$ cat src/hw/rtl/hpq_ram.sv
// Single-port RAM with registered read, one bank of one heap level.
module hpq_ram #(
  parameter int WIDTH  = 32,
  parameter int DEPTH  = 2,
  parameter int ADDR_W = 1
) (
  input  logic              clk,
  input  logic              re,
  input  logic              we,
  input  logic [ADDR_W-1:0] addr,
  input  logic [WIDTH-1:0]  wdata,
  output logic [WIDTH-1:0]  rdata
);

  localparam int IW = (DEPTH > 1) ? $clog2(DEPTH) : 1;

  logic [WIDTH-1:0] mem [DEPTH];

  always_ff @(posedge clk) begin
    if (we) begin
      mem[addr[IW-1:0]] <= wdata;
    end
    if (re) begin
      rdata <= mem[addr[IW-1:0]];
    end
  end

endmodule

$ cat config.mk
export PLATFORM = sky130hd
export DESIGN_NAME = hpq_ram
export DESIGN_NICKNAME = d
export VERILOG_FILES = /design/src/hw/rtl/hpq_ram.sv
export SDC_FILE = /design/constraint.sdc
export NUM_CORES = 1
export LEC_CHECK = 0
export BUFFER_PORTS_ARGS = -buffer_cell sky130_fd_sc_hd__buf_2
export CAP_MARGIN = 5
export CORE_MARGIN = 2
export CORE_UTILIZATION = 58
export DETAILED_ROUTE_END_ITERATION = 10
export PLACE_DENSITY = 0.93
export SETUP_SLACK_MARGIN = 0.02
export SLEW_MARGIN = 20
export SYNTH_ARGS = -nofsm -noshare
export SYNTH_HDL_FRONTEND = slang
export SYNTH_SLANG_ARGS = --single-unit
$ cat constraint.sdc
create_clock -name clk -period 4.8 [get_ports clk]
set_input_delay 0.24 -clock clk [delete_from_list [all_inputs] [get_ports clk]]
set_output_delay 0.24 -clock clk [all_outputs]
set_load 0.02 [all_outputs]
==> results.py <==
metrics = {
    "outcome": {
        "outcome": "completed",
    },
    "logic_synthesis": {
        "synth_top_family_by_area": "multiplexers",
        "synthAdderAreaFrac": 0,
        "synth-seq-cells": 96,
        "synth.avg_cell_area_um2": 25.6,
        "yosysUniqueCellTypes": 8,
        "synth_compound_area_frac": 0,
        "synth_fp_nets": 170,
        "synthSimpleGateAreaFrac": 0.00365,
        "synthXorXnorAreaFrac": 0,
        "synth.area.mux_share": 0.136,
        "ys_seq_area_frac": 0.841,
        "syn_inst": 134,
        "syn_area_mm2": 0.00343,
        "yosysWarnings": 0,
    },
    "global_routing": {
        "antenna_found_initial": 0,
        "grt_max_degree": 35,
        "track_usage": 0.161,
        "grt_pass1_vias": 1494,
        "overflow": 0,
        "grt_first_pass_wirelength_um": 7430,
    },
    "worst_setup_path": {
        "regToRegEndpoint": "rdata[15]",
        "start_kind": "primary input",
        "r2r-start": "mem[0][15]",
        "required_ps": 4820,
        "critPathKind": "in -> reg",
        "cp-end-kind": "flop",
        "cp_max_fo": 34,
        "r2r_slack_ps": 3890,
        "arrival_ps": 2150,
        "rr_worst_depth": 1,
    },
    "sta": {
        "period_minus_slack_ps": 2120,
        "rsz0062_at_grt": "false",
        "setup_viol": 0,
        "max_freq_ghz": 0.471,
        "hold_viol": 0,
        "tightestPinTransition_ps": 1050,
        "period_share": 0.442,
        "slew_violations": 0,
        "clock_skew_ps": 7.48,
        "slew_headroom": 0.298,
        "setup_tns_ps": 0,
        "final.setup.worst_slack_ps": 2680,
    },
    "cells_and_area": {
        "area_delta_synth_final_pct": 15.7,
        "antenna_cells": 0,
        "final_cells": 286,
        "final_nets": 245,
        "seqCellArea_mm2": 0.00288,
        "final_cell_area_mm2": 0.00396,
        "drive_above_1_share": 0.537,
        "final_cell_mix": "edfxtp_1 (96), buf_2 (67), mux2_4 (28), clkbuf_8 (9), mux2_2 (4)",
        "multiInputGateArea_um2": 485,
        "layout_commonest_cell": "edfxtp_1",
        "fillers": 350,
    },
    "placement": {
        "gp_congestion": 0.693,
        "placed_area_mm2": 0.00380,
        "hpwlAfterDp_um": 3350,
        "dp.cells": 270,
        "io_buffers": 67,
        "pre_cts_slack_ps": 2290,
    },
    "clock_network": {
        "tritoncts.num_buffers": 9,
        "clkLatencyLatePin_ps": 340,
        "cts_sinks": 96,
        "clkSlewWorstSetupHoldPaths_ps": 90,
        "root_buffer": "clkbuf_8",
        "max-clock-path-buffers": 2,
        "cts_tree": "yes",
        "htree_levels": 3,
        "cts_resized": 0,
        "post_cts_buffers": 0,
        "postCtsHoldBufs": 0,
    },
    "floorplan": {
        "rows": 27,
        "boundaryPins": 68,
        "fp.dieW_um": 80.9,
        "core_area_mm2": 0.00561,
        "start_util": 0.611,
        "die-area_mm2": 0.00654,
        "die_h_um": 80.9,
    },
    "pwr": {
        "total_power_mw": 1.57,
        "power_density_mw_per_mm2": 396,
        "irDropWorstVdd_uv": 187,
        "total_leakage_power_nw": 1.52,
    },
    "routing": {
        "ant_nets": 0,
        "firstDrtPassIters": 4,
        "routed_wl_um": 4890,
        "vias": 1453,
        "remaining_drc_errors": 0,
        "wl_per_cell_um": 17.1,
        "viasPerCell": 5.08,
        "drtIter0Drc": 83,
    },
    "hold_path": {
        "min_from": "wdata[2]",
        "min_path_cells": 1,
        "min_path_type": "in -> reg",
        "hold_path_end": "mem[0][2]",
    },
    "flow_run": {
        "cap_violations": 0,
    },
}
cell families after synthesis:
family	Yosys count
mux	32
simple gates	2
buf+inv	4
flops	96
critical path, cell delays in order:
cell,delay [ps]
buf_2,780
and2_1,730
buf_4,380
worst max path at each step:
stage	start	end	slack, ps	cells after the start
after floorplan	addr	mem[0][0]	2410	3
final	addr	mem[1][13]	2680	3
after detailed placement	addr	mem[1][7]	2290	3
after CTS	addr	mem[1][31]	2660	3
after global placement	addr	mem[1][16]	2420	3
after global routing	addr	mem[1][31]	2530	3
power by group:
group          total [mW]  leakage, nW  switching, mW  internal, mW
Combinational       0.128        0.524         0.0695        0.0590
Sequential           1.00        0.914         0.0148         0.990
Clock               0.436       0.0839          0.250         0.186
layer usage:
layer	global-route usage	routed length, µm
met5	0	0
met4	0.0949	93
met3	0.0433	230
met2	0.269	2640
met1	0.188	1930
layout make-up:
class	instances	area share
flip-flops and latches	96	0.727
repair buffers	68	0.0865
clock inverters	6	0.00884
clock buffers	10	0.0322
multi-input cells	34	0.122
well taps	72	0.0227
state kept, by name (all words and copies together) (netlist names):
signal,flops
mem,64
rdata,32
per-stage QoR:
stage / hold slack, ps / utilization
2_1_floorplan: 339 / -
3_3_place_gp: 429 / 0.678
3_5_place_dp: 433 / 0.678
4_1_cts: 71.6 / 0.707
5_1_grt: 66.6 / 0.707
6_report: 89.6 / 0.707
Yosys cell counts:
library cell | count | area [µm²]
and2_1 | 1 | 6.26
buf_12 | 2 | 40.0
buf_6 | 1 | 11.3
buf_8 | 1 | 15.0
edfxtp_1 | 96 | 2880
mux2_2 | 4 | 45.0
mux2_4 | 28 | 420
nor2b_1 | 1 | 6.26
Power figures use the tool's default switching activity.
