### src/hw/rtl/hpq_pkg.sv
// Shared types, constants and helpers for the heap priority queue.
package hpq_pkg;

  localparam int CAPACITY    = 1024;
  localparam int VALUE_WIDTH = 32;
  localparam int RES_W       = 32;
  localparam int OCC_W       = 11;

  // Heap levels: level L holds positions 2**L .. 2**(L+1)-1 (1-based)
  localparam int NLEV  = $clog2(CAPACITY + 1);
  localparam int POS_W = NLEV;
  localparam int LVL_W = $clog2(NLEV);
  localparam int IDX_W = NLEV - 1;
  localparam int ROW_W = (IDX_W > 1) ? IDX_W - 1 : 1;

  typedef logic signed [VALUE_WIDTH-1:0] val_t;
  typedef logic [POS_W-1:0]              pos_t;
  typedef logic [LVL_W-1:0]              lvl_t;
  typedef logic [IDX_W-1:0]              idx_t;
  typedef logic [ROW_W-1:0]              row_t;

  typedef enum logic {
    OP_INSERT  = 1'b0,
    OP_EXTRACT = 1'b1
  } op_t;

  typedef enum logic [1:0] {
    ST_INSERTED  = 2'd0,
    ST_EXTRACTED = 2'd1,
    ST_EMPTY     = 2'd2,
    ST_FULL      = 2'd3
  } status_t;

  typedef enum logic [1:0] {
    S_IDLE,
    S_LAST,
    S_ROOT,
    S_SIFT
  } state_t;

  // Word travelling down the chain of level cells
  typedef struct packed {
    logic valid;
    op_t  op;
    idx_t idx;
    val_t v;
  } tok_t;

  // Write handed back up to the parent level during a sift-down
  typedef struct packed {
    logic valid;
    idx_t idx;
    val_t value;
  } wb_t;

  // Direct read of one level, issued by the controller
  typedef struct packed {
    logic valid;
    lvl_t level;
    idx_t idx;
  } probe_t;

  // Per-level RAM request: both banks share the row
  typedef struct packed {
    logic re;
    logic we_l;
    logic we_r;
    row_t row;
    val_t wdata;
  } mem_req_t;

  // Operation context broadcast to every cell
  typedef struct packed {
    lvl_t tl;
    pos_t t;
    pos_t cnt;
  } ctx_t;

  function automatic lvl_t level_of(input pos_t p);
    lvl_t l;
    l = '0;
    for (int i = 0; i < POS_W; i++) begin
      if (p[i]) begin
        l = lvl_t'(i);
      end
    end
    return l;
  endfunction

  function automatic val_t ext_in(input logic signed [RES_W-1:0] x);
    return val_t'(x);
  endfunction

endpackage

### src/hw/rtl/hpq_cell.sv
// One heap level: read, compare and write of its nodes as a word passes through.
module hpq_cell (
  input  logic              clk,
  input  logic              rst,
  input  hpq_pkg::lvl_t     level,
  input  hpq_pkg::ctx_t     ctx,
  input  hpq_pkg::probe_t   probe,
  input  hpq_pkg::tok_t     tok_in,
  input  hpq_pkg::wb_t      wb_in,
  input  hpq_pkg::val_t     rd_l,
  input  hpq_pkg::val_t     rd_r,
  output hpq_pkg::tok_t     tok_out,
  output hpq_pkg::wb_t      wb_out,
  output hpq_pkg::mem_req_t mem,
  output logic              fin
);
  import hpq_pkg::*;

  tok_t tok;
  logic dec;
  pos_t base;
  pos_t left_pos;
  val_t node;
  val_t child;
  logic l_ok;
  logic r_ok;
  logic take_r;
  lvl_t bsel;
  logic path_bit;
  logic own_we;
  idx_t own_idx;
  val_t own_val;

  // A word first reads its row, then decides
  always_ff @(posedge clk) begin
    if (rst) begin
      tok.valid <= 1'b0;
      dec       <= 1'b0;
    end else if (tok_in.valid) begin
      tok <= tok_in;
      dec <= 1'b0;
    end else if (tok.valid && !dec) begin
      dec <= 1'b1;
    end else if (dec) begin
      tok.valid <= 1'b0;
      dec       <= 1'b0;
    end
  end

  always_comb begin
    base     = pos_t'(1) << level;
    left_pos = base + pos_t'(tok.idx);
    l_ok     = left_pos <= ctx.cnt;
    r_ok     = left_pos < ctx.cnt;
    // prefer the right child on a tie
    take_r   = r_ok && !(rd_l > rd_r);
    child    = take_r ? rd_r : rd_l;
    node     = tok.idx[0] ? rd_r : rd_l;
    bsel     = ctx.tl - level - lvl_t'(1);
    path_bit = ctx.t[bsel];

    tok_out = '0;
    wb_out  = '0;
    fin     = 1'b0;
    own_we  = 1'b0;
    own_idx = tok.idx;
    own_val = tok.v;

    if (tok.valid && dec) begin
      case (tok.op)
        OP_INSERT: begin
          own_we = 1'b1;
          if (level == ctx.tl) begin
            fin = 1'b1;
          end else begin
            // keep the larger here, carry the smaller down the path
            own_val       = (node > tok.v) ? node : tok.v;
            tok_out.valid = 1'b1;
            tok_out.op    = OP_INSERT;
            tok_out.idx   = (tok.idx << 1) | idx_t'(path_bit);
            tok_out.v     = (node > tok.v) ? tok.v : node;
          end
        end
        OP_EXTRACT: begin
          wb_out.valid = 1'b1;
          wb_out.idx   = tok.idx >> 1;
          if (l_ok && child > tok.v) begin
            wb_out.value  = child;
            tok_out.valid = 1'b1;
            tok_out.op    = OP_EXTRACT;
            tok_out.idx   = (tok.idx | idx_t'(take_r)) << 1;
            tok_out.v     = tok.v;
          end else begin
            wb_out.value = tok.v;
            fin          = 1'b1;
          end
        end
        default: begin
          fin = 1'b0;
        end
      endcase
    end

    mem = '0;
    if (tok.valid && !dec) begin
      mem.re  = 1'b1;
      mem.row = row_t'(tok.idx >> 1);
    end
    if (probe.valid && probe.level == level) begin
      mem.re  = 1'b1;
      mem.row = row_t'(probe.idx >> 1);
    end
    if (own_we) begin
      mem.we_l  = !own_idx[0];
      mem.we_r  = own_idx[0];
      mem.row   = row_t'(own_idx >> 1);
      mem.wdata = own_val;
    end else if (wb_in.valid) begin
      mem.we_l  = !wb_in.idx[0];
      mem.we_r  = wb_in.idx[0];
      mem.row   = row_t'(wb_in.idx >> 1);
      mem.wdata = wb_in.value;
    end
  end

endmodule

### config.mk
export PLATFORM = sky130hd
export DESIGN_NAME = hpq_cell
export DESIGN_NICKNAME = d
export VERILOG_FILES = /design/src/hw/rtl/hpq_pkg.sv /design/src/hw/rtl/hpq_cell.sv
export SDC_FILE = /design/constraint.sdc
export NUM_CORES = 1
export LEC_CHECK = 0
export CORE_ASPECT_RATIO = 0.7
export CORE_MARGIN = 2
export CORE_UTILIZATION = 40
export CTS_CLUSTER_DIAMETER = 50
export DETAILED_ROUTE_END_ITERATION = 12
export DONT_BUFFER_PORTS = 1
export GPL_TIMING_DRIVEN = 0
export PLACE_DENSITY_LB_ADDON = 0.15
export SYNTH_ARGS = -nofsm -noshare
export SYNTH_HDL_FRONTEND = slang
export SYNTH_SLANG_ARGS = --single-unit
export TNS_END_PERCENT = 10
### constraint.sdc
create_clock -name clk -period 9.5 [get_ports clk]
set_input_delay 1.9 -clock clk [delete_from_list [all_inputs] [get_ports clk]]
set_output_delay 1.9 -clock clk [all_outputs]
set_load 0.03 [all_outputs]
==> out/qor.txt, run 1 <==
Area contributors post-synth: ha_1 (20%), edfxtp_1 (17%), inv_1 (6.2%), a21oi_1 (5.9%), mux2_4 (5.5%)
Slowest cell on crit path: a32oi_2
Worst Path Arrival: 8.01 ns
CTS tree: yes
Min Clock Period, post-route: 9.91 ns
Main synth FF type: edfxtp_1
Dpl ws: -1.66 ns
Failing checks: negative setup slack
Design Area, Final: 9280 µm²
Die H: 119 µm
Setup ws final: -0.414 ns
PortBufs: 0
Worst Clk Skew: 0.000175 ns
#FFs+latches synth: 45
Max-cap viol count: 0
Clock tree buffer depth: 2
Pre-antenna DRT Iters: 5
Clock sinks: 45
Status: finished with violations
Setup repair after global routing missed its margin: yes
CP Max Fanout: 10
Largest net degree at the start of global routing: 25
Post-DP HPWL: 23.0 mm
Via count: 7,058
Hold_buf cts: 0
Residual DRC: 0
Area share of the largest cell type after synthesis: 19.7%
WP data required: 7.60 ns
Drt total wl: 28.9 mm
Setup-failing EPs final: 76
Post-synth EDFFs: 43
Hold Crit Class: reg -> reg
Final Cycle Share: 104%
Row Count: 42
Final Hold Fails: 0
Most frequent cell on the critical path: buf_4
Synth top cells by count: inv_1 (125), ha_1 (120), a21oi_1 (89)
Cell Pwr Density: 108 nW/µm²
H-tree depth: 2
Yosys top cell by area: ha_1
Final max-slew violation count: 0
Count leader, synth: inv_1
Async SR Flop Fraction: 0%
GRT Total Usage: 28.1%
Global route overflow: 0
Vias in the first global route: 6,862
CP Launch Type: input pin
Fin nets: 1,250
Peak VDD IR: 61.9 µV
LEAKAGE: 4.16 nW
Slew HR: 9.38%
CP endpoint kind: primary output
Distinct cells, synth: 65
Slew @ Worst Pin: 1.36 ns
Vias per cell: 6.01
CORE AREA: 18,800 µm²
Latest clock arrival within the worst-skew pair: 0.30 ns
Clk slew on worst S/H paths: 0.07 ns
Die width: 169 µm
Post-route ant nets: 0
Global-route wire length before repair: 42.5 mm
I/O pins: 330
TritonCTS Buffers: 5
Yosys warns: 0
Initial DRC Count: 492
WL per Instance: 24.6 µm
Clk root buf: clkbuf_16
Fin util: 49.5%
Mapped cell area: 7600 µm²
CP Class: in -> out
Layout cell share with drive strength beyond 1: 23.7%
Initial Utilization: 40.5%
F_max: 0.101 GHz
CP max stage delay: 0.40 ns
Placer congestion estimate: 0.869
Pwr Total: 1.00 mW
Initial antenna violation count: 1
Sequential-to-total area share from yosys stat: 17.5%
Post-Syn Instances: 902
Placed cell area: 7960 µm²
Layout area overhead: 22.1%
Syn nets: 1,222
Mapped Avg Cell Area: 8.43 µm²
Die area: 20,100 µm²
## cell families (layout without fill, tap and decap cells)
logic type | after synthesis | in the layout | synth area share [%]
fa+ha+maj | 122 | 122 | 20.3
xor+xnor | 15 | 15 | 1.73
buf+inv | 171 | 199 | 9.48
flops | 45 | 45 | 17.5
mux | 82 | 82 | 13.3
compound gates | 267 | 268 | 24.2
other cells | 1 | 3 | 0.0493
simple gates | 199 | 199 | 13.4
## state kept, by name (all words and copies together) (netlist names)
signal and cells:
dec 1, own_idx 10, tok 34
## path summary, 6_finish.rpt
kind         startpoint     endpoint  slack [ns]  depth (start not counted)
min reg2reg     tok[43]          dec        0.64                          2
max reg2reg         dec      tok[43]        8.69                          2
max            level[1]  tok_out[30]       -0.41                         31
min             tok[43]          dec        0.64                          2
## cell type report
type | instances | area [µm²]
repair buffers | 21 | 194
plain buffers | 45 | 350
inverters | 125 | 472
fillers | 1800 | 9480
clock buffers | 5 | 125
clock inverters | 3 | 46.3
flip-flops and latches | 45 | 1330
multi-input cells | 687 | 6450
well taps | 242 | 303
diodes | 2 | 5.00
## metrics by stage
stage | hold slack, ns | TNS [ns] | instances
floorplan | 0.551 | -3.88 | 902
global placement | 0.618 | -111.27 | 1144
detailed placement | 0.618 | -111.96 | 1145
CTS | 0.630 | -34.72 | 1170
global route | 0.685 | -47.79 | 1174
finish | 0.636 | -27.43 | 1175
## routing by layer
layer	global-route usage (%)	up-vias	share of wire (%)	wire [µm]
li1	-	3378	-	-
met1	38.8	3369	46	13300
met2	42.8	290	43	12500
met3	8.94	21	9.6	2780
met4	5.87	0	1.1	319
met5	0	-	0	0
## timing repair
item,in CTS,in global routing
pin swaps,27,25
endpoints found under the setup margin,76,76
setup buffers,17,3
cloned,1,0
hold endpoints to repair,0,0
resized for setup,166,27
## cells in the final DEF (no fill, tap or decap), drive strengths merged, types with 3 or more instances in the layout
cell / Yosys / layout
nor4: 6 / 6
nand2b: 8 / 8
xnor2: 9 / 9
nand4: 21 / 21
buf: 18 / 40
clkbuf: 28 / 31
mux2i: 29 / 29
a22o: 13 / 13
edfxtp: 43 / 43
and2: 21 / 21
o211ai: 3 / 3
nand3: 11 / 11
mux2: 51 / 51
xor2: 6 / 6
ha: 120 / 120
nor3: 27 / 27
o2bb2ai: 32 / 32
a21oi: 89 / 89
o21ai: 35 / 36
a211oi: 5 / 5
inv: 125 / 125
nand2: 48 / 48
o21a: 32 / 32
a21o: 16 / 16
a221o: 20 / 20
nor2b: 9 / 9
or4: 5 / 5
o31ai: 3 / 3
nor2: 37 / 37
## power by group
part	internal, mW	switching, mW	leakage [nW]
Combinational	0.214	0.324	3.66
Sequential	0.233	0.0158	0.420
Clock	0.125	0.0911	0.0800
Total	0.572	0.431	4.16
## worst max-delay path: cells and delay by family
family | cells | cell delay (ns)
AO/OA/AOI/OAI | 11 | 1.90
AND/OR/NAND/NOR | 8 | 1.50
buffers and inverters | 6 | 1.00
adder cells (fa/ha/maj) | 3 | 0.98
multiplexers | 2 | 0.65
XOR/XNOR | 1 | 0.07
Power figures use the tool's default switching activity.
==> inputs of run 2 (changes only) <==
SKIP_CTS_REPAIR_TIMING = 1   (was default)
==> run 2 against run 1 <==
Compared with the run above:
- the run still ends with negative setup slack left
- hold slack is essentially flat
- non-clock buffer count shrank 6
- largest cell class unchanged
- critical path depth decreased by 2
- final cell count fell by 0.60%
- sequential share of layout area is 0.068 points higher
- setup slack got worse by 0.095 ns
- design area shrank 0.47%
- critical endpoint is now tok_out[37]
- power is essentially flat
- die area stayed put
- fmax decreased by 0.95%
- clock power barely moved
==> out/qor.txt, run 2 (synthesis gave the netlist of run 1 again) <==
Delay-heaviest family, CP: compound AO/OA/AOI/OAI gates
Clock tree buffer depth: 2
Placed cell area: 7960 µm²
Hold path start: tok[43]
CP Max Fanout: 10
Worst Path Arrival: 8.11 ns
Post-DP HPWL: 23.0 mm
Layout area overhead: 21.5%
Largest net degree at the start of global routing: 25
Status: finished with violations
Slew @ Worst Pin: 1.37 ns
Worst Setup SP: level[3]
Most frequent cells in the layout: inv_1 (123), ha_1 (116), a21oi_1 (81)
Clk root buf: clkbuf_16
CP Launch Type: input pin
Layout cell share with drive strength beyond 1: 23.5%
Row Count: 42
Top reg by flops: tok
WL per Instance: 24.7 µm
Drt total wl: 28.8 mm
Placer congestion estimate: 0.869
LEAKAGE: 4.13 nW
Slowest cell on crit path: o21ai_4
WP data required: 7.60 ns
H-tree depth: 2
Fin util: 49.2%
Max-cap viol count: 0
Die H: 119 µm
Cell Pwr Density: 108 nW/µm²
Final Hold Fails: 0
Residual DRC: 0
Pre-antenna DRT Iters: 6
Clk slew on worst S/H paths: 0.07 ns
Setup repair after global routing missed its margin: yes
Worst r2r src: dec
Die width: 169 µm
Buffers plus inverters on the worst setup path: 4
Non-Filler Instances: 1,168
CP endpoint kind: primary output
Initial DRC Count: 467
Latest clock arrival within the worst-skew pair: 0.30 ns
CTS tree: yes
CP max stage delay: 0.42 ns
Global-route wire length before repair: 41.0 mm
Post-route ant nets: 0
Initial Utilization: 40.5%
Worst Clk Skew: 0.000187 ns
Design Area, Final: 9240 µm²
Most common cell after layout, fill and taps aside: inv_1
Post-Place Cells: 1,145
PortBufs: 0
Peak VDD IR: 61.0 µV
Final max-slew violation count: 0
Setup-failing EPs final: 76
I/O pins: 330
TritonCTS Buffers: 5
CORE AREA: 18,800 µm²
Max reg flops: 34
GRT Total Usage: 27.1%
Vias per cell: 6.05
Slew HR: 8.59%
Setup ws final: -0.509 ns
Via count: 7,062
Hold Crit Class: reg -> reg
CP Class: in -> out
Global route overflow: 0
Failing checks: negative setup slack
Die area: 20,100 µm²
Pwr Total: 1.00 mW
Initial antenna violation count: 1
Fin nets: 1,244
Min Clock Period, post-route: 10.01 ns
Vias in the first global route: 6,588
Clock sinks: 45
F_max: 0.0999 GHz
Final Cycle Share: 105%
run 2: changes by cell type in the layout (fill, tap and decap cells not counted), sizes merged:
cell / before / now
buf: 40 / 37
clkbuf: 31 / 28
diode: 2 / 1
run 2: layer usage:
layer / GRT usage (%) / wire [µm] / vias up
met5: 0 / 0 / -
li1: - / - / 3367
met2: 41.2 / 12700 / 292
met4: 4.26 / 269 / 0
met3: 8.01 / 2760 / 20
met1: 38.3 / 13100 / 3383
run 2: cell type report:
cell class	count	area (µm²)
Clock buffer	5	125
Inverter	125	469
Fill cell	1798	9520
Tap cell	242	303
Clock inverter	3	46.3
Sequential cell	45	1330
Antenna cell	1	2.50
Multi-Input combinational cell	687	6490
Timing Repair Buffer	14	125
Buffer	46	348
run 2: worst min-delay path: stages (launching register included):
cell      delay, ns
dfxtp_1        0.34
nand2b_1       0.19
nor3_1         0.07
run 2: per-stage QoR:
stage	TNS, ns	setup WS, ns	hold WS (ns)
global route	-56.18	-0.857	0.685
finish	-31.59	-0.509	0.637
CTS	-114.31	-1.69	0.630
global placement	-111.27	-1.66	0.618
floorplan	-3.88	-0.0955	0.551
detailed placement	-111.96	-1.66	0.618
run 2: power breakdown:
group          switching, mW  leakage [nW]  internal, mW
Sequential            0.0158         0.420         0.233
Clock                 0.0911        0.0800         0.125
Combinational          0.327          3.63         0.210
Total                  0.434          4.13         0.568
run 2: final timing paths:
check | to | slack, ns | depth (start not counted)
setup / recovery | tok_out[37] | -0.51 | 29
hold / removal | dec | 0.64 | 2
setup reg to reg | tok[43] | 8.68 | 2
hold reg to reg | dec | 0.64 | 2
==> inputs of run 3 (changes only) <==
ABC_AREA = 1   (was default)
==> run 3 against run 2 <==
Compared with the run above:
- the flow now finishes without violations
- clock skew about the same
- power rose by 12%
- first-iteration DRC count up 81%
- sequential share of layout area fell by 0.44 points
- sequential power decreased by 2%
- utilization is 3.2 points lower
- synthesized area grew 11%
- routed wire length is 22% higher
- clock-buffer cell count is 1 higher
- final cell count rose by 45%
- via count increased by 35%
- critical path type unchanged
==> out/qor.txt, run 3 <==
I/O pins: 330
Max reg flops: 34
Die area: 22,200 µm²
CP Class: in -> out
Pwr Total: 1.12 mW
Clock tree buffer depth: 2
Final Cycle Share: 97.6%
Post-route ant nets: 0
Initial DRC Count: 847
#FFs+latches synth: 45
Main synth FF type: edfxtp_1
Syn nets: 1,720
Slowest cell on crit path: clkbuf_1
Vias per cell: 5.64
Compound-Gate Fraction of Synth Area: 15.5%
Top reg by flops: tok
CP Max Fanout: 10
Largest net degree at the start of global routing: 29
Final max-slew violation count: 0
Adder-Cell Fraction of Synth Area: 18.3%
Clk root buf: clkbuf_16
Mux cell area share after synthesis: 0%
Placer congestion estimate: 0.946
Setup repair after global routing missed its margin: yes
Global-route wire length before repair: 52.2 mm
Count leader, synth: nand2_1
Setup-failing EPs final: 0
Pre-antenna DRT Iters: 5
Post-Place Cells: 1,677
Min Clock Period, post-route: 9.27 ns
Die H: 125 µm
F_max: 0.108 GHz
Distinct cells, synth: 40
WP data required: 7.60 ns
Simple-Gate Fraction of Synth Area: 34.7%
Initial Utilization: 40.6%
CTS tree: yes
Post-DP HPWL: 28.5 mm
Worst Clk Skew: 0.0000319 ns
Slew HR: 9.96%
Most common cell after layout, fill and taps aside: nand2_1
CP endpoint kind: primary output
WHS: 0.561 ns
Global route overflow: 0
Residual DRC: 0
Synth top cells by count: nand2_1 (398), inv_1 (247), nand3_1 (142)
Latest clock arrival within the worst-skew pair: 0.31 ns
Mapped cell area: 8410 µm²
Mapped Avg Cell Area: 6.01 µm²
Non-Filler Instances: 1,689
Area share of the largest cell type after synthesis: 17.9%
Via count: 9,521
GRT Total Usage: 30.8%
Vias in the first global route: 8,851
CORE AREA: 20,700 µm²
Status: finished clean
Worst Path Arrival: 7.37 ns
CP max stage delay: 0.44 ns
Main combinational cell family by area after synthesis: simple AND/OR/NAND/NOR gates
TritonCTS Buffers: 5
WL per Instance: 20.9 µm
Post-Syn Instances: 1,400
XOR/XNOR Fraction of Synth Area: 1.35%
Layout area overhead: 13.2%
Clk slew on worst S/H paths: 0.07 ns
Die width: 177 µm
Fin nets: 1,731
Max-cap viol count: 0
Async SR Flop Fraction: 0%
LEAKAGE: 4.89 nW
H-tree depth: 2
Most frequent cell on the critical path: nand2_1
Yosys top cell by area: ha_1
Drt total wl: 35.2 mm
Cell Pwr Density: 118 nW/µm²
Layout cell share with drive strength beyond 1: 8.43%
Clock sinks: 45
CP Launch Type: input pin
Final Hold Fails: 0
Post-synth EDFFs: 43
Row Count: 44
Initial antenna violation count: 2
Most frequent cells in the layout: nand2_1 (393), inv_1 (243), nand3_1 (140)
Peak VDD IR: 64.6 µV
Area contributors post-synth: ha_1 (18%), nand2_1 (18%), edfxtp_1 (15%), inv_1 (11%), nand3_1 (8.4%)
Slew @ Worst Pin: 1.35 ns
Hold Crit Class: reg -> reg
Sequential-to-total area share from yosys stat: 15.8%
Yosys warns: 0
PortBufs: 0
Fillers: 2,249
## run 3: kinds of logic (layout without fill, tap and decap cells)
kind of cell / Yosys count / in the layout
other cells: 1 / 2
fa+ha+maj: 122 / 122
compound gates: 230 / 230
buf+inv: 312 / 323
simple gates: 677 / 678
flops: 45 / 45
xor+xnor: 13 / 13
## run 3: worst max-delay path, delay by kind of cell
kind	cells	cell delay, ns
AO/OA/AOI/OAI	6	0.91
XOR/XNOR	1	0.15
AND/OR/NAND/NOR	16	1.98
buffers and inverters	7	1.23
adder cells (fa/ha/maj)	4	1.19
## run 3: area by class of cell
cell class | count | area [µm²] | share of cell area (%)
Antenna cell | 1 | 2.50 | 0.0263
Buffer | 60 | 287 | 3.01
Clock buffer | 6 | 129 | 1.35
Clock inverter | 2 | 16.3 | 0.171
Inverter | 251 | 952 | 10.0
Multi-Input combinational cell | 1044 | 6420 | 67.4
Sequential cell | 45 | 1330 | 14.0
Tap cell | 276 | 345 | 3.63
Timing Repair Buffer | 4 | 42.5 | 0.447
## run 3: worst paths after layout
path | slack (ns) | to | depth (start not counted) | start
setup / recovery | 0.23 | wb_out[3] | 34 | level[1]
hold / removal | 0.56 | dec | 3 | dec
setup reg to reg | 8.74 | dec | 4 | tok[43]
hold reg to reg | 0.56 | dec | 3 | dec
## run 3: metal layers
metal,routed length [µm],global-route usage [%]
met1,15600,43.1
met2,15500,48.5
met3,3510,7.88
met4,590,5.30
met5,11,0
## run 3: report_power, final
group	switching (mW)	internal (mW)
sequential	0.0106	0.232
clock	0.0970	0.0988
combinational	0.478	0.206
## run 3: through the flow
stage | TNS, ns | utilization [%] | setup WS (ns) | instance area [µm²]
3_5_place_dp | -64.93 | 42.4 | -1.51 | 8780
4_1_cts | -67.69 | 43.1 | -1.54 | 8930
3_3_place_gp | -70.35 | 42.3 | -1.56 | 8760
6_report | 0 | 46.0 | 0.226 | 9520
5_1_grt | -1.14 | 46.0 | -0.0953 | 9520
2_1_floorplan | 0 | - | 0.478 | 8410
